File: config.mk
export PLATFORM = sky130hd
export DESIGN_NAME = pcm_channel_downmix_mixer_core
export DESIGN_NICKNAME = d
export VERILOG_FILES = /design/src/sv/dmx_pkg.sv /design/src/sv/pcm_channel_downmix_mixer_core.sv
export SDC_FILE = /design/constraint.sdc
export NUM_CORES = 2
export LEC_CHECK = 0
export ABC_AREA = 1
export BUFFER_PORTS_ARGS = -buffer_cell sky130_fd_sc_hd__buf_4
export CELL_PAD_IN_SITES_DETAIL_PLACEMENT = 0
export CELL_PAD_IN_SITES_GLOBAL_PLACEMENT = 1
export CORE_MARGIN = 2
export CORE_UTILIZATION = 35
export CTS_CLUSTER_DIAMETER = 200
export CTS_CLUSTER_SIZE = 30
export DETAILED_ROUTE_END_ITERATION = 16
export PLACE_DENSITY_LB_ADDON = 0.3
export REMOVE_ABC_BUFFERS = 1
export SYNTH_ARGS = -nofsm -noshare
export SYNTH_HDL_FRONTEND = slang
export SYNTH_SLANG_ARGS = --single-unit
File: constraint.sdc
create_clock -name clk -period 9.7 [get_ports clk]
set_clock_uncertainty 0.2 [all_clocks]
set_input_delay 0.97 -clock clk [delete_from_list [all_inputs] [get_ports clk]]
set_output_delay 0.97 -clock clk [all_outputs]
set_load 0.005 [all_outputs]
File: src/sv/dmx_pkg.sv
// Shared types and constants for the PCM channel downmix mixer.
// Holds the widths, the gain table geometry, the command codes and the sequencer states.
// Used by pcm_channel_downmix_mixer_core; depends on nothing else.
package dmx_pkg;

	// Field widths of the item, result and configuration ports.
	localparam int unsigned SAMPLE_W = 16;
	localparam int unsigned GAIN_W   = 16;
	localparam int unsigned IDX_W    = 3;
	localparam int unsigned CNT_W    = 4;
	localparam int unsigned CFG_W    = 4;
	localparam int unsigned CFG_IDX_W = 1;

	// The gain table is addressed as {output channel, input channel}.
	localparam int unsigned TBL_SIDE   = 8;
	localparam int unsigned TBL_ADDR_W = 2 * IDX_W;
	localparam int unsigned TBL_DEPTH  = TBL_SIDE * TBL_SIDE;

	// Default channel limits for the top-level parameters.
	localparam int unsigned MAX_IN_DEF  = 8;
	localparam int unsigned MAX_OUT_DEF = 8;

	// Reset values of the channel count registers.
	localparam logic [CFG_W-1:0] IN_CNT_RST  = 4'd2;
	localparam logic [CFG_W-1:0] OUT_CNT_RST = 4'd2;

	// Arithmetic: signed sample times unsigned Q4.12 gain, summed over up to eight terms.
	localparam int unsigned GAIN_FRAC = 12;
	localparam int unsigned PROD_W    = SAMPLE_W + GAIN_W + 1;
	localparam int unsigned ACC_W     = PROD_W + 3;
	localparam int unsigned RND_W     = ACC_W - GAIN_FRAC;
	localparam logic signed [ACC_W-1:0] GAIN_HALF = ACC_W'(2048);
	localparam int PCM_MAX = 32767;
	localparam int PCM_MIN = -32768;

	// Command codes carried by the cmd field.
	localparam logic CMD_LOAD = 1'b0;
	localparam logic CMD_MIX  = 1'b1;

	// Configuration register indexes.
	localparam logic [CFG_IDX_W-1:0] REG_IN_CNT  = 1'b0;
	localparam logic [CFG_IDX_W-1:0] REG_OUT_CNT = 1'b1;

	// Mix sequencer states.
	typedef enum logic [1:0] {
		ST_IDLE,
		ST_ISSUE,
		ST_WAIT,
		ST_EMIT
	} dmx_state_t;

endpackage

File: src/sv/pcm_channel_downmix_mixer_core.sv
// A gain load item leaves the sequencer idle, ready for the next item. A mix item works through
// the output channels in turn, using the single shared multiply-accumulate that handles one gain
// word per cycle, plus a three-stage read, multiply and accumulate drain per output channel.
// Throughput: one item at a time; in_stall is high from the accept of a mix item until its
// last result has gone into the output register. A stalled output adds its wait time.
// Reset: arst_n clears the sequencer, the output valid, the gain valid bits (so every gain
// reads as zero) and sets both channel counts to two.
// Top level of the PCM channel downmix mixer: gain table, sequencer and shared MAC.
// Depends on dmx_pkg.
module pcm_channel_downmix_mixer_core #(
	parameter int unsigned MAX_IN_CHANNELS  = dmx_pkg::MAX_IN_DEF,
	parameter int unsigned MAX_OUT_CHANNELS = dmx_pkg::MAX_OUT_DEF
) (
	input  logic                                  clk,
	input  logic                                  arst_n,
	// Configuration write port
	input  logic                                  cfg_we,
	input  logic [dmx_pkg::CFG_IDX_W-1:0]         cfg_index,
	input  logic [dmx_pkg::CFG_W-1:0]             cfg_wdata,
	// Input channel
	input  logic                                  in_valid,
	output logic                                  in_stall,
	input  logic                                  cmd,
	input  logic signed [dmx_pkg::SAMPLE_W-1:0]   sample_0,
	input  logic signed [dmx_pkg::SAMPLE_W-1:0]   sample_1,
	input  logic signed [dmx_pkg::SAMPLE_W-1:0]   sample_2,
	input  logic signed [dmx_pkg::SAMPLE_W-1:0]   sample_3,
	input  logic signed [dmx_pkg::SAMPLE_W-1:0]   sample_4,
	input  logic signed [dmx_pkg::SAMPLE_W-1:0]   sample_5,
	input  logic signed [dmx_pkg::SAMPLE_W-1:0]   sample_6,
	input  logic signed [dmx_pkg::SAMPLE_W-1:0]   sample_7,
	input  logic [dmx_pkg::IDX_W-1:0]             gain_out_index,
	input  logic [dmx_pkg::IDX_W-1:0]             gain_in_index,
	input  logic [dmx_pkg::GAIN_W-1:0]            gain_value,
	// Output channel
	output logic                                  out_valid,
	input  logic                                  out_stall,
	output logic [dmx_pkg::IDX_W-1:0]             out_channel,
	output logic signed [dmx_pkg::SAMPLE_W-1:0]   out_sample,
	output logic                                  last
);
	import dmx_pkg::*;

	localparam logic [CNT_W-1:0] MAX_IN_CNT  = CNT_W'(MAX_IN_CHANNELS);
	localparam logic [CNT_W-1:0] MAX_OUT_CNT = CNT_W'(MAX_OUT_CHANNELS);
	localparam logic signed [RND_W-1:0] SAT_MAX = RND_W'(PCM_MAX);
	localparam logic signed [RND_W-1:0] SAT_MIN = RND_W'(PCM_MIN);

	// Configuration registers and gain table storage.
	logic [CFG_W-1:0]          in_cnt_q, out_cnt_q;
	logic [GAIN_W-1:0]         gain_mem [TBL_DEPTH];
	logic [TBL_DEPTH-1:0]      gain_vld_q;

	// Sequencer state and per-frame registers.
	dmx_state_t                state_q, state_d;
	logic signed [SAMPLE_W-1:0] samp_q [TBL_SIDE];
	logic [CNT_W-1:0]          n_in_q, n_out_q;
	logic [IDX_W-1:0]          in_idx_q, out_idx_q;
	logic signed [ACC_W-1:0]   acc_q;

	// MAC pipeline registers.
	logic                      rd_v_s1, mul_v_s2;
	logic [IDX_W-1:0]          idx_s1;
	logic [GAIN_W-1:0]         gain_s1;
	logic                      gvld_s1;
	logic signed [PROD_W-1:0]  prod_s2;

	// Output register.
	logic                      out_valid_q;
	logic [IDX_W-1:0]          out_channel_q;
	logic signed [SAMPLE_W-1:0] out_sample_q;
	logic                      last_q;

	// Control decodes.
	logic                      in_fire, load_fire, mix_fire, load_ok;
	logic                      issue_en, emit_fire, out_free;
	logic                      last_term, last_chan;
	logic [CNT_W-1:0]          n_in_clamp, n_out_clamp;
	logic [TBL_ADDR_W-1:0]     rd_addr, wr_addr;
	logic [GAIN_W-1:0]         gain_eff;
	logic signed [ACC_W-1:0]   acc_rnd;
	logic signed [RND_W-1:0]   q_rnd;
	logic signed [SAMPLE_W-1:0] sat_val;

	assign in_fire   = in_valid && !in_stall;
	assign load_fire = in_fire && (cmd == CMD_LOAD);
	assign mix_fire  = in_fire && (cmd == CMD_MIX);
	assign load_ok   = ({1'b0, gain_out_index} < MAX_OUT_CNT) &&
	                   ({1'b0, gain_in_index} < MAX_IN_CNT);
	assign wr_addr   = {gain_out_index, gain_in_index};
	assign rd_addr   = {out_idx_q, in_idx_q};
	assign out_free  = !out_valid_q || !out_stall;

	// Channel counts above the built limits saturate to the limits.
	assign n_in_clamp  = (in_cnt_q > MAX_IN_CNT) ? MAX_IN_CNT : in_cnt_q;
	assign n_out_clamp = (out_cnt_q > MAX_OUT_CNT) ? MAX_OUT_CNT : out_cnt_q;

	assign last_term = ({1'b0, in_idx_q} == (n_in_q - CNT_W'(1)));
	assign last_chan = ({1'b0, out_idx_q} == (n_out_q - CNT_W'(1)));

	// Configuration register writes.
	always_ff @(posedge clk or negedge arst_n) begin
		if (!arst_n) begin
			in_cnt_q  <= IN_CNT_RST;
			out_cnt_q <= OUT_CNT_RST;
		end else if (cfg_we) begin
			case (cfg_index)
				REG_IN_CNT:  in_cnt_q  <= cfg_wdata;
				REG_OUT_CNT: out_cnt_q <= cfg_wdata;
				default: ;
			endcase
		end
	end

	// Gain table: one write port for load items, one registered read port for the MAC.
	always_ff @(posedge clk) begin
		if (load_fire && load_ok) begin
			gain_mem[wr_addr] <= gain_value;
		end
		gain_s1 <= gain_mem[rd_addr];
	end

	// Valid bits make every entry that was never loaded read as zero after reset.
	always_ff @(posedge clk or negedge arst_n) begin
		if (!arst_n) begin
			gain_vld_q <= '0;
			gvld_s1    <= 1'b0;
		end else begin
			if (load_fire && load_ok) begin
				gain_vld_q[wr_addr] <= 1'b1;
			end
			gvld_s1 <= gain_vld_q[rd_addr];
		end
	end

	// Sequencer state register.
	always_ff @(posedge clk or negedge arst_n) begin
		if (!arst_n) begin
			state_q <= ST_IDLE;
		end else begin
			state_q <= state_d;
		end
	end

	// Next state: issue one gain word per cycle, drain the MAC, then emit the channel.
	always_comb begin
		state_d = state_q;
		case (state_q)
			ST_IDLE: begin
				if (mix_fire && (n_out_clamp != '0)) begin
					state_d = (n_in_clamp == '0) ? ST_WAIT : ST_ISSUE;
				end
			end
			ST_ISSUE: begin
				if (last_term) begin
					state_d = ST_WAIT;
				end
			end
			ST_WAIT: begin
				if (!rd_v_s1 && !mul_v_s2) begin
					state_d = ST_EMIT;
				end
			end
			ST_EMIT: begin
				if (out_free) begin
					if (last_chan) begin
						state_d = ST_IDLE;
					end else begin
						state_d = (n_in_q == '0) ? ST_WAIT : ST_ISSUE;
					end
				end
			end
			default: state_d = ST_IDLE;
		endcase
	end

	// Sequencer outputs.
	always_comb begin
		in_stall  = 1'b1;
		issue_en  = 1'b0;
		emit_fire = 1'b0;
		case (state_q)
			ST_IDLE:  in_stall  = 1'b0;
			ST_ISSUE: issue_en  = 1'b1;
			ST_WAIT:  ;
			ST_EMIT:  emit_fire = out_free;
			default:  ;
		endcase
	end

	// Frame capture and channel counters.
	always_ff @(posedge clk or negedge arst_n) begin
		if (!arst_n) begin
			n_in_q    <= '0;
			n_out_q   <= '0;
			in_idx_q  <= '0;
			out_idx_q <= '0;
		end else if (mix_fire) begin
			n_in_q    <= n_in_clamp;
			n_out_q   <= n_out_clamp;
			in_idx_q  <= '0;
			out_idx_q <= '0;
		end else if (issue_en) begin
			in_idx_q <= in_idx_q + IDX_W'(1);
		end else if (emit_fire) begin
			in_idx_q  <= '0;
			out_idx_q <= out_idx_q + IDX_W'(1);
		end
	end

	// Sample registers hold the frame for the whole mix.
	always_ff @(posedge clk) begin
		if (mix_fire) begin
			samp_q[0] <= sample_0;
			samp_q[1] <= sample_1;
			samp_q[2] <= sample_2;
			samp_q[3] <= sample_3;
			samp_q[4] <= sample_4;
			samp_q[5] <= sample_5;
			samp_q[6] <= sample_6;
			samp_q[7] <= sample_7;
		end
	end

	// MAC pipeline valid flags.
	always_ff @(posedge clk or negedge arst_n) begin
		if (!arst_n) begin
			rd_v_s1  <= 1'b0;
			mul_v_s2 <= 1'b0;
		end else begin
			rd_v_s1  <= issue_en;
			mul_v_s2 <= rd_v_s1;
		end
	end

	assign gain_eff = gvld_s1 ? gain_s1 : '0;

	// Shared multiplier, then the accumulator that is cleared after each channel.
	always_ff @(posedge clk) begin
		idx_s1  <= in_idx_q;
		prod_s2 <= samp_q[idx_s1] * $signed({1'b0, gain_eff});
		if (mix_fire || emit_fire) begin
			acc_q <= '0;
		end else if (mul_v_s2) begin
			acc_q <= acc_q + ACC_W'(prod_s2);
		end
	end

	// Round half up to an integer, then saturate to the 16-bit range.
	assign acc_rnd = acc_q + GAIN_HALF;
	assign q_rnd   = acc_rnd[ACC_W-1:GAIN_FRAC];
	always_comb begin
		if (q_rnd > SAT_MAX) begin
			sat_val = SAMPLE_W'(PCM_MAX);
		end else if (q_rnd < SAT_MIN) begin
			sat_val = SAMPLE_W'(PCM_MIN);
		end else begin
			sat_val = q_rnd[SAMPLE_W-1:0];
		end
	end

	// Output register parts the sequencer from the downstream stall.
	always_ff @(posedge clk or negedge arst_n) begin
		if (!arst_n) begin
			out_valid_q <= 1'b0;
		end else if (emit_fire) begin
			out_valid_q <= 1'b1;
		end else if (!out_stall) begin
			out_valid_q <= 1'b0;
		end
	end

	always_ff @(posedge clk) begin
		if (emit_fire) begin
			out_channel_q <= out_idx_q;
			out_sample_q  <= sat_val;
			last_q        <= last_chan;
		end
	end

	assign out_valid   = out_valid_q;
	assign out_channel = out_channel_q;
	assign out_sample  = out_sample_q;
	assign last        = last_q;

endmodule

* After elaboration in Yosys (flattened, before gate mapping)
Memories as Yosys holds them, arrays and structs flattened. A register that Yosys moved wholly into a read port is not among the register bits. Index checks and enable logic that the tools add are counted. Widths: inputs -> output; s select.
Word-level totals: register bits 181, RAM bits 1152, output and inout bits 22, memories 2
Operators by class: $add $sub $neg 6, multiply operators 1, $lt $le $gt $ge 7, equal/unequal tests 11, muxes and demuxes 31, bitwise logic cells 3, reduce and logical (&&, ||, !) cells 22
Memories:
- gain_mem | depth 64, width 16, read ports 1, clocked after memory_dff 1, wr ports 1, line pcm_channel_downmix_mixer_core.sv:51 | logic [GAIN_W-1:0] gain_mem [TBL_DEPTH];
- samp_q | depth 8, width 16, read ports 1, clocked after memory_dff 1, wr ports 8, line pcm_channel_downmix_mixer_core.sv:56 | logic signed [SAMPLE_W-1:0] samp_q [TBL_SIDE];
Operators by type and width (count):
- $or 64x64->64 | 1
- $add 36x13->36 const B | 1
- $add 36x33->36 | 1
- $mul 16x17->33 | 1
- $mux 16 | 2
- $gt 24x16->1 const B | 1
- $lt 24x16->1 const B | 1
- $mux 3 | 6
- $lt 6x7->1 const B | 2
- $mux 2 | 7
- $mux 1 | 11
- $eq 3x4->1 | 2
- $gt 4x4->1 const B | 2
- $logic_not 4->1 | 2
- $mux 4 | 2
- $ne 2x2->1 const B | 4
- $pmux 2 s4 | 1
- $sub 4x1->4 const B | 2
- $add 3x1->3 const B | 2
- $bmux 1 s6 | 1
- $demux 1 s6 | 1
- $ge 6x1->1 const B | 1
- $logic_and 1x1->1 | 6
- $reduce_and 2->1 | 3
- 11 further kinds | 18

* Depth between registers and ports, before layout
word-level depth 6, depth in mapped cells 31, mapped depth without buffers 28

* Worst setup path after synthesis
No wires, ideal clock.
path kind reg2reg, start point register (tool-made name), end point register prod_s2[20], setup time 0.120 ns, arrival time 5.849 ns, slack 3.531 ns, cell stages (with the launch flop) 29, cell sequence dfxtp_1 -> buf_2 -> inv_2 -> clkbuf_1 -> nor2_1 -> o221ai_1 -> nand2_1 -> inv_1 -> buf_2 -> nand2_1 -> fa_1 -> inv_1 -> fa_1 -> inv_1 -> fa_1 -> inv_1 -> fa_1 -> fa_1 -> inv_1 -> fa_1 -> inv_1 -> ha_1 -> a21o_1 -> o21bai_1 -> o21bai_1 -> a21o_1 -> nand2_1 -> nand2_1 -> xor2_1
RTL lines:
- end signal: assignment | line pcm_channel_downmix_mixer_core.sv:241 | prod_s2 <= samp_q[idx_s1] * $signed({1'b0, gain_eff});
- end: declaration | line pcm_channel_downmix_mixer_core.sv:66 | logic signed [PROD_W-1:0] prod_s2;

==> impl_metrics.py <==
metrics = {
    "clock_tree": {
        "cts_buffers": 51,
        "cts_resized": 0,
        "cts.sinks": 1352,
        "cts_tree": "done",
        "cts_root_buffer": "clkbuf_16",
        "cts_buffer_depth": 3,
        "post_cts_buffers": 0,
        "clk_pin_slew_ns": 0.13,
        "htreeDepth": 2,
        "clkLatencyLatePin_ns": 0.77,
    },
    "floorplanning": {
        "dieArea_sq_um": 186000,
        "die_w_um": 432,
        "io_pins": 183,
        "core-area_sq_um": 182000,
        "start_util_pct": 35.1,
        "die_h_um": 432,
        "rows": 157,
    },
    "place": {
        "post-dp-hpwl_um": 117000,
        "io_buffers": 182,
        "dpl-instance-area_sq_um": 68100,
        "gp_congestion": 0.882,
    },
    "worst_setup_path": {
        "critical_path_class": "reg2reg",
        "crit_required_ns": 10.13,
        "cp_max_fo": 65,
        "crit_path_start_kind": "flop",
        "arrival_ns": 8.05,
        "critPathCaptureType": "flop",
        "r2r_cells": 26,
    },
    "timing": {
        "fin_hold_ws_ns": 0.198,
        "fmax_ghz": 0.131,
        "tightest_slew_ns": 1.14,
        "finalSetupViolations": 0,
        "fin_crit_ns": 7.62,
        "finalCritPeriodShare_pct": 78.5,
        "hold_violations": 0,
        "slew_headroom_pct": 24.2,
        "rsz0062_at_grt": "no",
        "drv_slew": 0,
    },
    "logic_synthesis": {
        "synthArstFlopShare_pct": 6.80,
        "yosysUniqueCellTypes": 49,
        "yosysMostFrequentCell": "edfxtp_1",
        "ys_warn_count": 0,
        "avgSynthCellArea_sq_um": 10.9,
        "synth_top_area_share_pct": 54.9,
        "synth_area_leaders": "edfxtp_1, fa_1, o21ai_0, nor2_1, nand2_1",
        "syn_area_sq_um": 64100,
        "synth_ff_type": "edfxtp_1",
        "ys_seq_elements": 1352,
        "syn_inst": 5858,
        "ys_seq_area_share_pct": 61.3,
        "synthTopCellsByCount": "edfxtp_1, nor2_1, o21ai_0",
        "synth_edf_count": 1172,
        "yosys.area.top_type": "edfxtp_1",
    },
    "detailed_routing": {
        "drc": 0,
        "wl_met2_um": 93800,
        "met3WireLength_um": 9080,
        "top_layer": "met4",
        "firstDrtPassIters": 6,
        "via_per_inst": 5.19,
        "avgRoutedWirePerCell_um": 22.6,
        "wl_met1_um": 81100,
        "ant_nets": 0,
        "vias": 43200,
        "drt_iter0_markers": 3652,
        "routed_wl_um": 189000,
    },
    "final_layout": {
        "nFillCells": 17900,
        "drive_gt1_share_pct": 7.87,
        "nets": 6421,
        "register_area_sq_um": 39300,
        "stdcell_area_sq_um": 69700,
        "multi_input_comb_area_sq_um": 21800,
        "area.growth.synth_to_final_pct": 8.77,
    },
    "run_status": {
        "status": "completed",
    },
    "global_route": {
        "grt_pass1_vias": 42300,
        "grt_pass1_wl_um": 278000,
        "antenna_found_initial": 2,
        "overflow": 0,
        "grt_max_degree": 175,
        "grt_usage_pct": 19.8,
    },
    "worst_hold_path": {
        "worstHoldPathType": "reg2reg",
        "hold_depth": 0,
    },
    "run": {
        "maxCapViolCount": 0,
    },
}
==> cell usage in the layout, fill, tap and decap left out, types with 12 or more instances in the layout <==
master	instances
edfxtp_1	1172
nor2_1	986
o21ai_0	774
nand2_1	687
inv_1	464
buf_4	281
o22ai_1	258
fa_1	195
a21oi_1	189
ha_1	163
nand3_1	121
dfxtp_1	87
dfrtp_1	85
o21ai_1	81
xor2_1	53
clkbuf_16	52
or2_2	50
clkbuf_1	39
o221ai_1	31
nand2_2	23
xnor2_1	21
nor2_2	15
nor3_1	12
==> cell families (layout without fill, tap and decap cells) <==
group	count (synthesis)	in the layout	synth area share [%]
and+or+nand+nor	1935	1935	12.3
AOI/OAI and AO/OA	1363	1363	11.5
DFF	1352	1352	61.3
buffers and inverters	776	863	4.69
adders and majority gates	358	358	9.28
xor gates and xnor gates	74	74	1.01
other	0	1	0
==> timing repair <==
action	4_1_cts	5_1_grt
hold buffers	1	0
hold endpoints to repair	27	0
endpoints found under the setup margin	0	0
==> layer usage <==
| metal | up-vias | GRT usage [%] |
|---|---|---|
| met5 | - | 0 |
| met4 | 0 | 4.96 |
| met3 | 174 | 2.09 |
| met2 | 1135 | 34.2 |
| met1 | 21700 | 26.7 |
| li1 | 20200 | - |
==> final timing paths <==
| kind | from | to | slack [ns] |
|---|---|---|---|
| max | flop | prod_s2[32] | 2.08 |
| min | rd_v_s1 | mul_v_s2 | 0.20 |
| max reg2reg | flop | prod_s2[32] | 2.08 |
| min reg2reg | rd_v_s1 | mul_v_s2 | 0.20 |
| max in group asynchronous | arst_n | in_idx_q[2] | 7.22 |
| min in group asynchronous | arst_n | gain_vld_q[3] | 0.59 |
==> worst max-delay path, cell delays in order, from the launching register on <==
cell      delay (ns)
dfxtp_2         0.33
buf_4           0.49
inv_2           0.54
o21ai_0         0.31
o221ai_1        0.14
nand2_1         0.33
clkinv_1        0.49
nand2_1         0.21
fa_1            0.44
inv_1           0.10
fa_1            0.40
fa_1            0.51
fa_1            0.42
fa_1            0.49
inv_1           0.05
fa_1            0.47
inv_1           0.04
ha_1            0.39
nand2_1         0.11
nor2_1          0.21
inv_1           0.08
nor3_1          0.21
nand3_1         0.12
nand3_1         0.17
nand3_1         0.13
nand3b_1        0.10
nand2_1         0.05
==> cell type report <==
cell class	instances	area share (%)
clock buffers	91	2.08
inverters	479	2.61
well taps	2385	4.28
repair buffers	288	3.21
multi-input cells	3730	31.3
flip-flops and latches	1352	56.4
diodes	1	0.00359
clock inverters	5	0.136
==> registers in the layout (all words and copies together) (netlist names), 3 cells and up, named ones only <==
signal	flops
prod_s2	33
gain_s1	16
acc_q	36
samp_q	128
in_idx_q	3
out_cnt_q	4
out_idx_q	3
out_sample	16
n_in_q	4
out_channel	3
gain_vld_q	64
gain_mem	1024
in_cnt_q	4
n_out_q	4
==> stage by stage <==
step / worst slack, ns / utilization, % / setup TNS (ns) / cells
2_1_floorplan: -9.87 / - / -174.23 / 5561
3_3_place_gp: 2.12 / 37.3 / 0 / 8233
3_5_place_dp: 2.07 / 37.3 / 0 / 8233
4_1_cts: 2.10 / 38.2 / 0 / 8330
5_1_grt: 1.45 / 38.2 / 0 / 8330
6_report: 2.08 / 38.2 / 0 / 8331
Power is left out: the tool's default activity adds up to more than one toggle a clock period on the data nets, which glitch-free logic cannot reach.
